--- src/rtl/nddi_pkg.sv ---
// Shared types, constants and helpers for the Newton divided-difference interpolator.
// No dependencies.
package nddi_pkg;

    localparam int MAX_POINTS = 16;
    localparam int FRAC_BITS  = 16;
    localparam int DATA_W     = 32;
    localparam int IDX_W      = $clog2(MAX_POINTS);
    localparam int CNT_W      = $clog2(MAX_POINTS + 1);
    localparam int INDEX_W    = 4;
    localparam int DEN_W      = DATA_W + 1;
    localparam int NUM_W      = DEN_W + FRAC_BITS;
    localparam int HALF_W     = DATA_W / 2;
    localparam int PROD_W     = DEN_W + DATA_W;
    localparam int MAG_W      = PROD_W - FRAC_BITS;
    localparam int SUM_W      = NUM_W + 3;
    localparam int PP_W       = DEN_W + HALF_W;

    localparam logic [DATA_W-1:0] Q_ONE = DATA_W'(1) << FRAC_BITS;

    localparam logic [1:0] ST_OK   = 2'd0;
    localparam logic [1:0] ST_SAT  = 2'd1;
    localparam logic [1:0] ST_DUP  = 2'd2;
    localparam logic [1:0] ST_NRDY = 2'd3;

    localparam logic KIND_COEF = 1'b0;
    localparam logic KIND_EVAL = 1'b1;
    localparam logic FUNC_LOAD = 1'b0;

    typedef struct packed {
        logic                     func;
        logic signed [DATA_W-1:0] x;
        logic signed [DATA_W-1:0] y;
        logic                     last;
    } in_item_t;

    typedef struct packed {
        logic signed [DATA_W-1:0] value;
        logic [INDEX_W-1:0]       index;
        logic                     kind;
        logic [1:0]               status;
        logic                     end_of_run;
    } out_item_t;

    typedef struct packed {
        logic signed [DATA_W-1:0] val;
        logic                     hit;
    } sat_t;

    typedef enum logic [4:0] {
        S_IDLE, S_B_RD, S_B_CALC, S_B_DIV, S_EM_RD, S_EM_OUT,
        S_EV_RD0, S_EV_INIT, S_EV_RD, S_EV_LD, S_EV_M1A, S_EV_M1B,
        S_EV_P, S_EV_M2A, S_EV_M2B, S_EV_ACC, S_EV_OUT
    } state_t;

    // clamp a wide signed value to 32 bits
    function automatic sat_t sat_fn(input logic signed [SUM_W-1:0] v);
        sat_t r;
        logic ok;
        ok    = (&v[SUM_W-1:DATA_W-1]) || !(|v[SUM_W-1:DATA_W-1]);
        r.hit = !ok;
        if (ok)
            r.val = v[DATA_W-1:0];
        else if (v[SUM_W-1])
            r.val = {1'b1, {(DATA_W-1){1'b0}}};
        else
            r.val = {1'b0, {(DATA_W-1){1'b1}}};
        return r;
    endfunction

endpackage

--- src/rtl/nddi_div.sv ---
// Restoring unsigned divider, one quotient bit per cycle.
// Depends on nddi_pkg.
module nddi_div (
    input  logic                          clk,
    input  logic                          rst_n,
    input  logic                          start,
    input  logic [nddi_pkg::NUM_W-1:0]    numer,
    input  logic [nddi_pkg::DEN_W-1:0]    denom,
    output logic                          done,
    output logic [nddi_pkg::NUM_W-1:0]    quot
);

    localparam int CW = $clog2(nddi_pkg::NUM_W + 1);

    logic                       busy_reg, busy_next;
    logic                       done_reg, done_next;
    logic [CW-1:0]              cnt_reg, cnt_next;
    logic [nddi_pkg::DEN_W-1:0] rem_reg, rem_next;
    logic [nddi_pkg::DEN_W-1:0] den_reg, den_next;
    logic [nddi_pkg::NUM_W-1:0] num_reg, num_next;
    logic [nddi_pkg::NUM_W-1:0] q_reg, q_next;
    logic [nddi_pkg::DEN_W:0]   trial;

    always_comb
    begin
        busy_next = busy_reg;
        done_next = 1'b0;
        cnt_next  = cnt_reg;
        rem_next  = rem_reg;
        den_next  = den_reg;
        num_next  = num_reg;
        q_next    = q_reg;
        trial     = {rem_reg, num_reg[nddi_pkg::NUM_W-1]};
        if (start)
        begin
            busy_next = 1'b1;
            cnt_next  = CW'(nddi_pkg::NUM_W);
            rem_next  = '0;
            den_next  = denom;
            num_next  = numer;
            q_next    = '0;
        end
        else if (busy_reg)
        begin
            if (trial >= {1'b0, den_reg})
            begin
                rem_next = nddi_pkg::DEN_W'(trial - {1'b0, den_reg});
                q_next   = {q_reg[nddi_pkg::NUM_W-2:0], 1'b1};
            end
            else
            begin
                rem_next = trial[nddi_pkg::DEN_W-1:0];
                q_next   = {q_reg[nddi_pkg::NUM_W-2:0], 1'b0};
            end
            num_next = {num_reg[nddi_pkg::NUM_W-2:0], 1'b0};
            cnt_next = cnt_reg - 1'b1;
            if (cnt_reg == CW'(1))
            begin
                busy_next = 1'b0;
                done_next = 1'b1;
            end
        end
    end

    always_ff @(posedge clk or negedge rst_n)
    begin
        if (!rst_n)
        begin
            busy_reg <= 1'b0;
            done_reg <= 1'b0;
            cnt_reg  <= '0;
        end
        else
        begin
            busy_reg <= busy_next;
            done_reg <= done_next;
            cnt_reg  <= cnt_next;
        end
    end

    always_ff @(posedge clk)
    begin
        rem_reg <= rem_next;
        den_reg <= den_next;
        num_reg <= num_next;
        q_reg   <= q_next;
    end

    assign done = done_reg;
    assign quot = q_reg;

`ifndef SYNTHESIS
    a_done_after_busy: assert property (@(posedge clk) disable iff (!rst_n)
        done_reg |-> $past(busy_reg))
        else $error("divider done without a running division");
    a_no_restart: assert property (@(posedge clk) disable iff (!rst_n)
        start |-> !busy_reg)
        else $error("divider restarted while busy");
    a_rem_below_den: assert property (@(posedge clk) disable iff (!rst_n)
        busy_reg && !start |=> rem_reg < den_reg || den_reg == '0)
        else $error("divider remainder out of range");
`endif

endmodule

--- config.mk ---
export PLATFORM = sky130hd
export DESIGN_NAME = nddi_div
export DESIGN_NICKNAME = d
export VERILOG_FILES = /design/src/rtl/nddi_pkg.sv /design/src/rtl/nddi_div.sv
export SDC_FILE = /design/constraint.sdc
export NUM_CORES = 1
export LEC_CHECK = 0
export BUFFER_PORTS_ARGS = -buffer_cell sky130_fd_sc_hd__buf_2
export CORE_ASPECT_RATIO = 0.8
export CORE_MARGIN = 2
export CORE_UTILIZATION = 58
export DETAILED_ROUTE_END_ITERATION = 6
export GPL_TIMING_DRIVEN = 0
export PLACE_DENSITY = 0.8
export SLEW_MARGIN = 20
export SYNTH_ARGS = -nofsm -noshare
export SYNTH_HDL_FRONTEND = slang
export SYNTH_SLANG_ARGS = --single-unit
--- constraint.sdc ---
create_clock -name clk -period 8.26 [get_ports clk]
set_clock_uncertainty 0.05 [all_clocks]
set_input_delay 1.239 -clock clk [delete_from_list [all_inputs] [get_ports clk]]
set_output_delay 1.239 -clock clk [all_outputs]
set_load 0.1 [all_outputs]
======== Word level (Yosys, flattened, before mapping) ========
Index checks and enable logic that the tools add are counted.
cells by class
  reduce and logical (&&, ||, !) cells .... 1
  mux-type cells .......................... 12
  magnitude comparators ................... 1
  equality and inequality tests ........... 1
  $add $sub $neg .......................... 2
operator list
  operator                                                             number
  49-bit two-way mux                                                   2
  34-bit by 33-bit greater-or-equal comparator with 1-bit output       1
  33-bit two-way mux                                                   1
  33-bit subtractor                                                    1
  6-bit two-way mux                                                    2
  1-bit two-way mux                                                    7
  6-bit by 1-bit == test with 1-bit output (second input constant)     1
  6-bit by 1-bit subtractor with 6-bit output (second input constant)  1
  2-bit nonzero test                                                   1
word-level totals
  output and inout bits ................... 50
  register bits ........................... 172
  logic and storage cells ................. 24
  bits of input ports ..................... 85

======== Longest topological paths before layout ========
Gate-level depths: netlist of run 1.
  word-level depth ........................ 4
  gate-level depth with buffers ........... 15

======== Worst setup path before layout of run 1 ========
Ideal clock, no wire load.
  path kind ............................... input -> register
  start ................................... input port start
  end ..................................... register num_reg[0] (netlist name), enable pin
  required time ........................... 7.807 ns
  arrival time ............................ 2.568 ns
  stages .................................. 3
  buffers on the path ..................... 1
  library setup time ...................... 0.403 ns
  path slack .............................. 5.239 ns
  path through ............................ clkbuf_1 nor2_1 inv_1
between the ends
  longest elaborated chain between the ends .. 1
RTL lines
  element                       RTL line        text
  start: declaration            nddi_div.sv:6   input logic start,
  2-bit nonzero test (no line)  --
  end signal: assignment        nddi_div.sv:85  num_reg <= num_next;
  end: declaration              nddi_div.sv:20  logic [nddi_pkg::NUM_W-1:0] num_reg, num_next;
No other way between the ends.
A chain may end at the register's enable or synchronous reset.

======== Worst setup path after layout of run 1 ========
  start ................................... register num_reg[48] (netlist name)
  end ..................................... register rem_reg[4] (netlist name)
between the ends
  longest elaborated chain between the ends .. 2
RTL lines
  element                                                                                                     RTL line                        text
  33-bit subtractor / 34-bit by 33-bit greater-or-equal comparator with 1-bit output (equally long branches)  nddi_div.sv:47, nddi_div.sv:45
  33-bit two-way mux (*)                                                                                      nddi_div.sv:45                  if (trial >= {1'b0, den_reg})
  end signal: assignment                                                                                      nddi_div.sv:83                  rem_reg <= rem_next;
  end: declaration                                                                                            nddi_div.sv:18                  logic [nddi_pkg::DEN_W-1:0] rem_reg, rem_next;
Every way passes the cells marked *; elsewhere a longest branch is shown, timed or not.

==> impl_metrics.tcl, run 1 <==
set metrics [dict create \
    status "completed" \
    overflow 0 \
    path_clk_slew_ps 70 \
    antenna_found_initial 2 \
    drt_first_pass_iters 5 \
    period_share_pct 41.1 \
    area_growth_pct 18.0 \
    avgSynthCellArea_sq_um 10.6 \
    switching_share_pct 34.5 \
    multiInputGateArea_sq_mm 0.00378 \
    start_util_pct 59.2 \
    syn-num-nets 916 \
    ys.warnings.count 0 \
    grt_pass1_vias 6065 \
    p_int_mw 1.80 \
    end_kind "flop" \
    required_ps 8530 \
    io_buffers 134 \
    cts.sinks 172 \
    clk-insertion-delay-late_ps 440 \
    placed_cell_area_sq_mm 0.00935 \
    hold_class "flop to flop" \
    report.final.slew_viol_count 0 \
    place_inst 1114 \
    seqPwrFrac_pct 39.1 \
    final_cell_count_no_fill 1148 \
    synth_cell_types 61 \
    synth_largest_area_cell "edfxtp_1" \
    fmax_mhz 295 \
    cts_resized 0 \
    ios 135 \
    maxCapViolations 0 \
    die_y_um 112 \
    relSlewSlack_pct 43.4 \
    nFillCells 1090 \
    cts_buffer_depth 2 \
    grt_pass1_wl_um 30700 \
    synth-seq-cells 172 \
    comb_power_share_pct 31.9 \
    fin_nets 1070 \
    wl_um 18800 \
    core-area_sq_mm 0.0142 \
    drc 0 \
    ys.flop_type "edfxtp_1" \
    cellPowerDensity_mw_per_mm2 276 \
    synth_top_area_share_pct 29.2 \
    power.total_mw 2.75 \
    setup_violations 0 \
    seq_area_sq_mm 0.00430 \
    design_area_sq_mm 0.00994 \
    rsz0062_at_grt "no" \
    place.gp.congestion 0.944 \
    synth_seq_area_share_pct 51.1 \
    p_leak_nw 4.71 \
    cp_max_fo 10 \
    dp_worst_setup_slack_ps 4460 \
    synth-edff-count 82 \
    netlist_instances 795 \
    cts_root_buf "clkbuf_16" \
    dpl.hpwl_um 13200 \
    arrival_ps 3660 \
    syn_area_sq_mm 0.00843 \
    grt_max_degree 38 \
    dieArea_sq_mm 0.0155 \
    post_drt_wl_per_cell_um 16.3 \
    cts_setup_buffers 0 \
    fp-row-count 39 \
    synth.area.top_cells "edfxtp_1 (29%), dfxtp_1 (19%), mux2_2 (6.4%)" \
    ant_nets 0 \
    hold_viol 0 \
    postCtsHoldBufs 0 \
    r2r_slack_ps 4870 \
    cts_tree "done" \
    synth.most_common_cell "nor2_1" \
    start_kind "flop" \
    tns_ps 0 \
    criticalPathCategory "flop to flop" \
    synth_top_cells_by_count "nor2_1 (104), dfxtp_1 (82), edfxtp_1 (82)" \
    async_flop_share_pct 4.65 \
    clockPowerShare_pct 29.0 \
    vias 6455 \
    cts_htree_levels 4 \
    setup_ws_ps 4870 \
    vias_per_cell 5.62 \
    peakVddDrop_uv 303 \
    fin_crit_ps 3390 \
    die_w_um 139 \
    drt_iter0_drc 566 \
    cts_made_buffers 17 \
    worstMarginPinSlew_ps 849 \
    globalRouteTotalUtil_pct 24.7 \
    p_sw_uw 948 \
    drive_gt1_share_pct 24.7 \
]
[through the flow]
stage,utilization (%),hold slack (ps)
2_1_floorplan,-,413
3_3_place_gp,65.5,423
3_5_place_dp,65.6,434
4_1_cts,69.7,450
5_1_grt,69.7,471
6_report,69.8,449
[critical path, cell delays in order, from the launching register on]
cell      delay [ps]
edfxtp_1         380
inv_1             70
ha_1             150
inv_1             50
fa_1             390
a21oi_1          270
o211ai_1         170
nand4_1          180
a41oi_2          200
o21ai_2          290
o211a_1          370
buf_2            320
nand2_1           80
a311oi_1         310
[final timing paths]
path,startpoint,end,depth (start not counted)
max reg2reg,num_reg[48]$_DFFE_PP_,rem_reg[4]$_SDFFE_PP0P_,13
min reg2reg,rem_reg[8]$_SDFFE_PP0P_,rem_reg[9]$_SDFFE_PP0P_,2
min in group asynchronous,rst_n,cnt_reg[0]$_DFFE_PN0P_,1
max,num_reg[48]$_DFFE_PP_,rem_reg[4]$_SDFFE_PP0P_,13
max in group asynchronous,rst_n,cnt_reg[3]$_DFFE_PN0P_,1
min,rem_reg[8]$_SDFFE_PP0P_,rem_reg[9]$_SDFFE_PP0P_,2
[logic make-up (layout without fill, tap and decap cells)]
group	count (synthesis)	in the layout	share of synthesized area (%)
AOI/OAI and AO/OA	139	139	11.9
xor gates and xnor gates	29	29	3.01
adders and majority gates	36	36	5.43
buffers and inverters	83	250	4.08
DFF	172	172	51.1
muxes	99	99	12.5
other	0	2	0
and+or+nand+nor	237	237	12.0
[layout by cell type, fill, tap and decap left out, types with 21 or more instances in the layout]
master    synthesis  routed
inv_1            44      43
mux2i_1          50      50
edfxtp_1         82      82
dfxtp_1          82      82
clkbuf_1         27      27
nand2_1          80      80
a21oi_1          35      35
nor2_1          104     104
mux2_2           48      48
ha_1             35      35
buf_2             5     139
a311oi_1         21      21
[power by group through the flow]
stage / Combinational (mW) / Clock [mW] / Sequential [mW]
CTS: 0.864 / 0.808 / 1.07
floorplan: 0.643 / 0 / 1.09
global placement: 0.840 / 0 / 1.08
global route: 0.961 / 0.842 / 1.09
finish: 0.877 / 0.796 / 1.07
detailed placement: 0.855 / 0 / 1.09
[layer usage]
metal,global-route usage (%),routed length [um]
met1,35.4,8850
met2,36.8,8240
met3,6.62,1350
met4,7.88,331
met5,0,0
[final cells by class]
cell class	count	area share [%]
clock inverters	13	1.13
well taps	184	2.32
diodes	2	0.0503
flip-flops and latches	172	43.3
repair buffers	135	6.95
clock buffers	19	4.78
inverters	44	1.66
plain buffers	39	1.80
multi-input cells	540	38.0
(Power assumes the default switching activity.)
==> run 2, diff against run 1 <==
--- a/config.mk
+++ b/config.mk
@@ -8,10 +8,10 @@
 export BUFFER_PORTS_ARGS = -buffer_cell sky130_fd_sc_hd__buf_2
 export CORE_ASPECT_RATIO = 0.8
 export CORE_MARGIN = 2
-export CORE_UTILIZATION = 58
+export CORE_UTILIZATION = 51
 export DETAILED_ROUTE_END_ITERATION = 6
 export GPL_TIMING_DRIVEN = 0
-export PLACE_DENSITY = 0.8
+export PLACE_DENSITY = 0.74
 export SLEW_MARGIN = 20
 export SYNTH_ARGS = -nofsm -noshare
 export SYNTH_HDL_FRONTEND = slang
==> constraint.sdc (replaced) <==
create_clock -name clk -period 2.8 [get_ports clk]
set_clock_uncertainty 0.05 [all_clocks]
set_input_delay 0.42 -clock clk [delete_from_list [all_inputs] [get_ports clk]]
set_output_delay 0.42 -clock clk [all_outputs]
set_load 0.1 [all_outputs]
==> run 2 against run 1 <==
The flow now finishes with violations (setup timing). Fmax is 11% higher. Combinational power increased to 3.9 times the previous value. Clock-buffer cell count is 1 lower.
==> impl_metrics.tcl, run 2 (synthesis gave the netlist of run 1 again) <==
set metrics [dict create \
    drt_iter0_drc 480 \
    layout_common_cells "buf_2 (135), nor2_1 (104), edfxtp_1 (82), dfxtp_1 (82), nand2_1 (67)" \
    cts_root_buf "clkbuf_16" \
    drive_gt1_share_pct 30.3 \
    antenna_cells 0 \
    cts_htree_levels 4 \
    overflow 0 \
    die_w_um 148 \
    hold_viol 0 \
    ios 135 \
    status "finished, violations left" \
    die_y_um 119 \
    post_drt_wl_per_cell_um 16.5 \
    start_kind "flop" \
    clk-insertion-delay-late_ps 440 \
    arrival_ps 3350 \
    fmax_mhz 326 \
    dp_worst_setup_slack_ps -549 \
    peakVddDrop_uv 448 \
    vias_per_cell 5.46 \
    core-area_sq_mm 0.0163 \
    fin_crit_ps 3070 \
    cts_buffer_depth 2 \
    drc 0 \
    setup_ws_ps -266 \
    antenna_found_initial 2 \
    fp-row-count 42 \
    report.final.slew_viol_count 0 \
    grt_max_degree 38 \
    tns_ps -7180 \
    cts.sinks 172 \
    violations "setup timing" \
    io_buffers 134 \
    grt_pass1_vias 6137 \
    rsz0062_at_grt "yes" \
    cts_made_buffers 17 \
    hold_class "primary input to flop" \
    multiInputGateArea_sq_mm 0.00400 \
    maxCapViolations 0 \
    layout.cells.most_common "buf_2" \
    start_util_pct 51.6 \
    path_clk_slew_ps 80 \
    setup_violations 34 \
    wl_um 19800 \
    fin_nets 1089 \
    cts_tree "done" \
    worstMarginPinSlew_ps 899 \
    globalRouteTotalUtil_pct 22.4 \
    end_kind "flop" \
    dpl.hpwl_um 13300 \
    relSlewSlack_pct 40.1 \
    p_leak_nw 4.83 \
    cellPowerDensity_mw_per_mm2 848 \
    area_growth_pct 23.7 \
    vias 6555 \
    grt_pass1_wl_um 31000 \
    dieArea_sq_mm 0.0176 \
    seq_area_sq_mm 0.00430 \
    drt_first_pass_iters 5 \
    placed_cell_area_sq_mm 0.00940 \
    cp_max_fo 5 \
    nFillCells 1330 \
    place.gp.congestion 0.920 \
    criticalPathCategory "flop to flop" \
    design_area_sq_mm 0.0104 \
    required_ps 3090 \
    ant_nets 0 \
    period_share_pct 109 \
]
run 2: cell count changes in the layout (fill, tap and decap cells not counted), moves of 4 or more:
cell,change
a311oi_2,+10
ha_1,-4
o21ai_0,-4
a311oi_1,-10
nand2_2,+12
buf_4,+15
buf_2,-4
nand2_1,-13
run 2: final timing paths:
path | startpoint | to | slack, ps | cells after the start
setup / recovery | den_reg[0]$_DFFE_PP_ | rem_reg[29]$_SDFFE_PP0P_ | -270 | 13
hold / removal | denom[18] | den_reg[18]$_DFFE_PP_ | 100 | 1
max in group asynchronous | rst_n | cnt_reg[4]$_DFFE_PN0P_ | 2210 | 2
hold reg to reg | quot[48]$_SDFFE_PP0P_ | quot[48]$_SDFFE_PP0P_ | 440 | 2
min in group asynchronous | rst_n | cnt_reg[3]$_DFFE_PN0P_ | 320 | 2
setup reg to reg | den_reg[0]$_DFFE_PP_ | rem_reg[29]$_SDFFE_PP0P_ | -270 | 13
run 2: power by group:
group          internal [mW]  total, mW  switching [mW]
clock                   1.19       2.29            1.11
combinational           1.53       3.38            1.85
sequential              2.95       3.17           0.218
total                   5.68       8.85            3.17
run 2: area by class of cell:
cell class	instances	area share (%)
Inverter	44	1.58
Timing Repair Buffer	154	8.52
Clock inverter	14	1.42
Buffer	39	2.11
Tap cell	220	2.64
Multi-Input combinational cell	540	38.4
Sequential cell	172	41.3
Clock buffer	18	4.11
run 2: metal layers:
| layer | vias up | global-route usage [%] | routed length (um) |
|---|---|---|---|
| met5 | - | 0 | 23 |
| met4 | 4 | 6.67 | 387 |
| met3 | 38 | 6.78 | 1440 |
| met2 | 225 | 32.1 | 8440 |
| met1 | 3091 | 32.7 | 9530 |
| li1 | 3197 | - | - |
run 2: critical path: stages (launching register included):
cell and delay (ps):
edfxtp_1 440, ha_2 210, inv_2 50, fa_2 220, a21oi_4 60, o211ai_1 320
nand4_1 250, a41oi_2 370, o21ai_4 110, o211ai_4 220, buf_4 160, buf_6 120
o311ai_1 90, a311oi_1 280
run 2: through the flow:
step                total power, mW  hold WS [ps]  utilization, %  cells
floorplan                      5.12          74.4               -    795
global placement               5.70           223            57.4   1149
detailed placement             5.73           221            57.5   1150
CTS                            8.52          86.3            62.8   1195
global route                   9.29          84.7            63.8   1201
finish                         8.85          99.6            63.8   1201
run 2: repair_timing:
action	in CTS	in global routing
hold endpoints to repair	8	0
gates resized for setup	46	24
hold buffers	1	0
pin swaps	22	16
buffers inserted	10	5
endpoints found under the setup margin	33	34
gates cloned	2	2
==> run 3, diff against run 2 <==
--- a/config.mk
+++ b/config.mk
@@ -5,13 +5,15 @@
 export SDC_FILE = /design/constraint.sdc
 export NUM_CORES = 1
 export LEC_CHECK = 0
+export ABC_AREA = 1
 export BUFFER_PORTS_ARGS = -buffer_cell sky130_fd_sc_hd__buf_2
 export CORE_ASPECT_RATIO = 0.8
 export CORE_MARGIN = 2
-export CORE_UTILIZATION = 51
+export CORE_UTILIZATION = 52
 export DETAILED_ROUTE_END_ITERATION = 6
 export GPL_TIMING_DRIVEN = 0
-export PLACE_DENSITY = 0.74
+export PLACE_DENSITY_LB_ADDON = 0.08
+export RECOVER_POWER = 50
 export SLEW_MARGIN = 20
 export SYNTH_ARGS = -nofsm -noshare
 export SYNTH_HDL_FRONTEND = slang
==> run 3 against run 2 <==
The flow now finishes without violations. Final area grew 2.2%. Sequential power shrank 12%. Sequential share of layout area shrank 0.88 points. Register-to-register slack gained 450 ps. First-iteration DRC count grew 11%. Routed wire length grew 11%. Critical path depth grew 1. Non-clock buffer count shrank 27. Die area grew 5.9%. Critical path type unchanged. Critical endpoint is now rem_reg[16]$_SDFFE_PP0P_. Highest routed layer is now met4.
==> impl_metrics.tcl, run 3 <==
set metrics [dict create \
    status "completed" \
    synth-seq-cells 172 \
    fin_crit_ps 2610 \
    p_leak_nw 5.42 \
    layout_common_cells "nand2_1 (487), inv_1 (215), buf_2 (84)" \
    fp-row-count 43 \
    period_share_pct 93.4 \
    cpPeakStageDelay_ps 450 \
    fin_nets 1483 \
    async_flop_share_pct 4.65 \
    criticalPathCategory "flop to flop" \
    dp_worst_setup_slack_ps -421 \
    start_util_pct 52.8 \
    netlist_instances 1208 \
    core-area_sq_mm 0.0173 \
    io_buffers 134 \
    cp_slowest_cell "fa_1" \
    grt_pass1_vias 7207 \
    synth_cell_types 38 \
    grt_max_degree 59 \
    place.gp.congestion 0.931 \
    synth.most_common_cell "nand2_1" \
    vias_per_cell 4.91 \
    maxCapViolations 0 \
    dpl.hpwl_um 16300 \
    ant_nets 0 \
    wl_um 21900 \
    fmax_mhz 382 \
    cts_made_buffers 17 \
    cts_tree "done" \
    drt_iter0_drc 533 \
    arrival_ps 2930 \
    vias 7850 \
    area_growth_pct 16.9 \
    report.final.slew_viol_count 0 \
    overflow 0 \
    cellPowerDensity_mw_per_mm2 537 \
    antenna_found_initial 0 \
    cp_max_fo 10 \
    setup_violations 0 \
    synth_seq_area_share_pct 47.2 \
    grt_pass1_wl_um 35700 \
    setup_ws_ps 185 \
    synth_top_cells_by_count "nand2_1 (487), inv_1 (215), dfxtp_1 (82), edfxtp_1 (82), nand3_1 (69)" \
    synth-edff-count 82 \
    cts_root_buf "clkbuf_16" \
    clk-insertion-delay-late_ps 440 \
    drive_gt1_share_pct 11.5 \
    synth_top_area_share_pct 27.0 \
    syn-num-nets 1329 \
    peakVddDrop_uv 306 \
    relSlewSlack_pct 16.7 \
    tns_ps 0 \
    die_y_um 122 \
    final_core_util_pct 61.7 \
    ys.warnings.count 0 \
    required_ps 3120 \
    dieArea_sq_mm 0.0186 \
    hold_ws_ps 96.3 \
    cts.sinks 172 \
    critPathMostFrequentCell "nand2_1" \
    antenna_cells 0 \
    synth.area.top_cells "edfxtp_1 (27%), nand2_1 (20%), dfxtp_1 (18%)" \
    globalRouteTotalUtil_pct 24.0 \
    cp_cell_sequence "inv_1, ha_1, inv_1, fa_1, nand3_1, nand3_2, nand2_1, nand2_1, nand2_4, nand2_4, nor2_8, buf_6, nand2_1, nand3_1" \
    end_kind "flop" \
    syn_area_sq_mm 0.00912 \
    path_clk_slew_ps 80 \
    synth_largest_area_cell "edfxtp_1" \
    start_kind "flop" \
    hold_viol 0 \
    ios 135 \
    cts_htree_levels 4 \
    drc 0 \
    cts_buffer_depth 2 \
    hold_class "primary input to flop" \
    worstMarginPinSlew_ps 1250 \
    post_drt_wl_per_cell_um 13.7 \
    layout.cells.most_common "nand2_1" \
    rsz0062_at_grt "no" \
    power.total_mw 5.73 \
    avgSynthCellArea_sq_um 7.55 \
    drt_first_pass_iters 5 \
    die_w_um 152 \
    ys.flop_type "edfxtp_1" \
]
[run 3: path summary, 6_finish.rpt]
| path | start | to | slack [ps] | depth (start not counted) |
|---|---|---|---|---|
| max | num_reg[48]$_DFFE_PP_ | rem_reg[16]$_SDFFE_PP0P_ | 190 | 14 |
| min | denom[7] | den_reg[7]$_DFFE_PP_ | 100 | 1 |
| max reg2reg | num_reg[48]$_DFFE_PP_ | rem_reg[16]$_SDFFE_PP0P_ | 190 | 14 |
| min reg2reg | quot[48]$_SDFFE_PP0P_ | quot[48]$_SDFFE_PP0P_ | 420 | 2 |
| max in group asynchronous | rst_n | cnt_reg[2]$_DFFE_PN0P_ | 2000 | 2 |
| min in group asynchronous | rst_n | cnt_reg[4]$_DFFE_PN0P_ | 390 | 2 |
[run 3: layout make-up]
class	count	area, sq um
clock inverter	15	209
sequential	172	4300
buffer	31	164
multi-input combinational	785	3830
inverter	220	828
timing repair buffer	135	619
clock buffer	17	425
fill	1613	6610
tap	225	282
[run 3: timing repair]
action | 4_1_cts | 5_1_grt
setup endpoints to repair | 0 | 54
setup buffers | 0 | 0
gates resized for setup | 0 | 1
hold endpoints to repair | 8 | 0
hold buffers | 1 | 0
[run 3: critical path: cells and delay by family, from the launching register on]
family | cells | cell delay (ps)
flops | 1 | 420
simple gates | 9 | 1150
fa+ha+maj | 2 | 580
buf+inv | 3 | 330
[run 3: per-layer routing]
| layer | up-vias | wire (um) | GRT usage (%) |
|---|---|---|---|
| met3 | 15 | 1770 | 7.70 |
| met4 | 0 | 190 | 5.96 |
| met5 | - | 0 | 0 |
| met2 | 220 | 9000 | 34.3 |
| met1 | 3525 | 11000 | 35.2 |
| li1 | 4090 | - | - |
[run 3: through the flow]
stage | instance area, sq um | instances
2_1_floorplan | 9120 | 1208
3_3_place_gp | 10100 | 1567
3_5_place_dp | 10100 | 1567
4_1_cts | 10700 | 1600
5_1_grt | 10700 | 1600
6_report | 10700 | 1600
[run 3: cell families after synthesis]
kind of cell             Yosys count  share of synthesized area (%)
AND/OR/NAND/NOR                  648                           29.8
buffers and inverters            251                           10.9
flip-flops                       172                           47.2
AO/OA/AOI/OAI                     86                           5.65
adder cells (fa/ha/maj)           36                           5.02
XOR/XNOR                          15                           1.44
[run 3: power breakdown]
part	internal (mW)	switching [mW]	total (mW)	leakage, nW
clock	1.23	1.21	2.44	0.303
combinational	0.177	0.315	0.492	3.50
sequential	2.76	0.0388	2.80	1.61
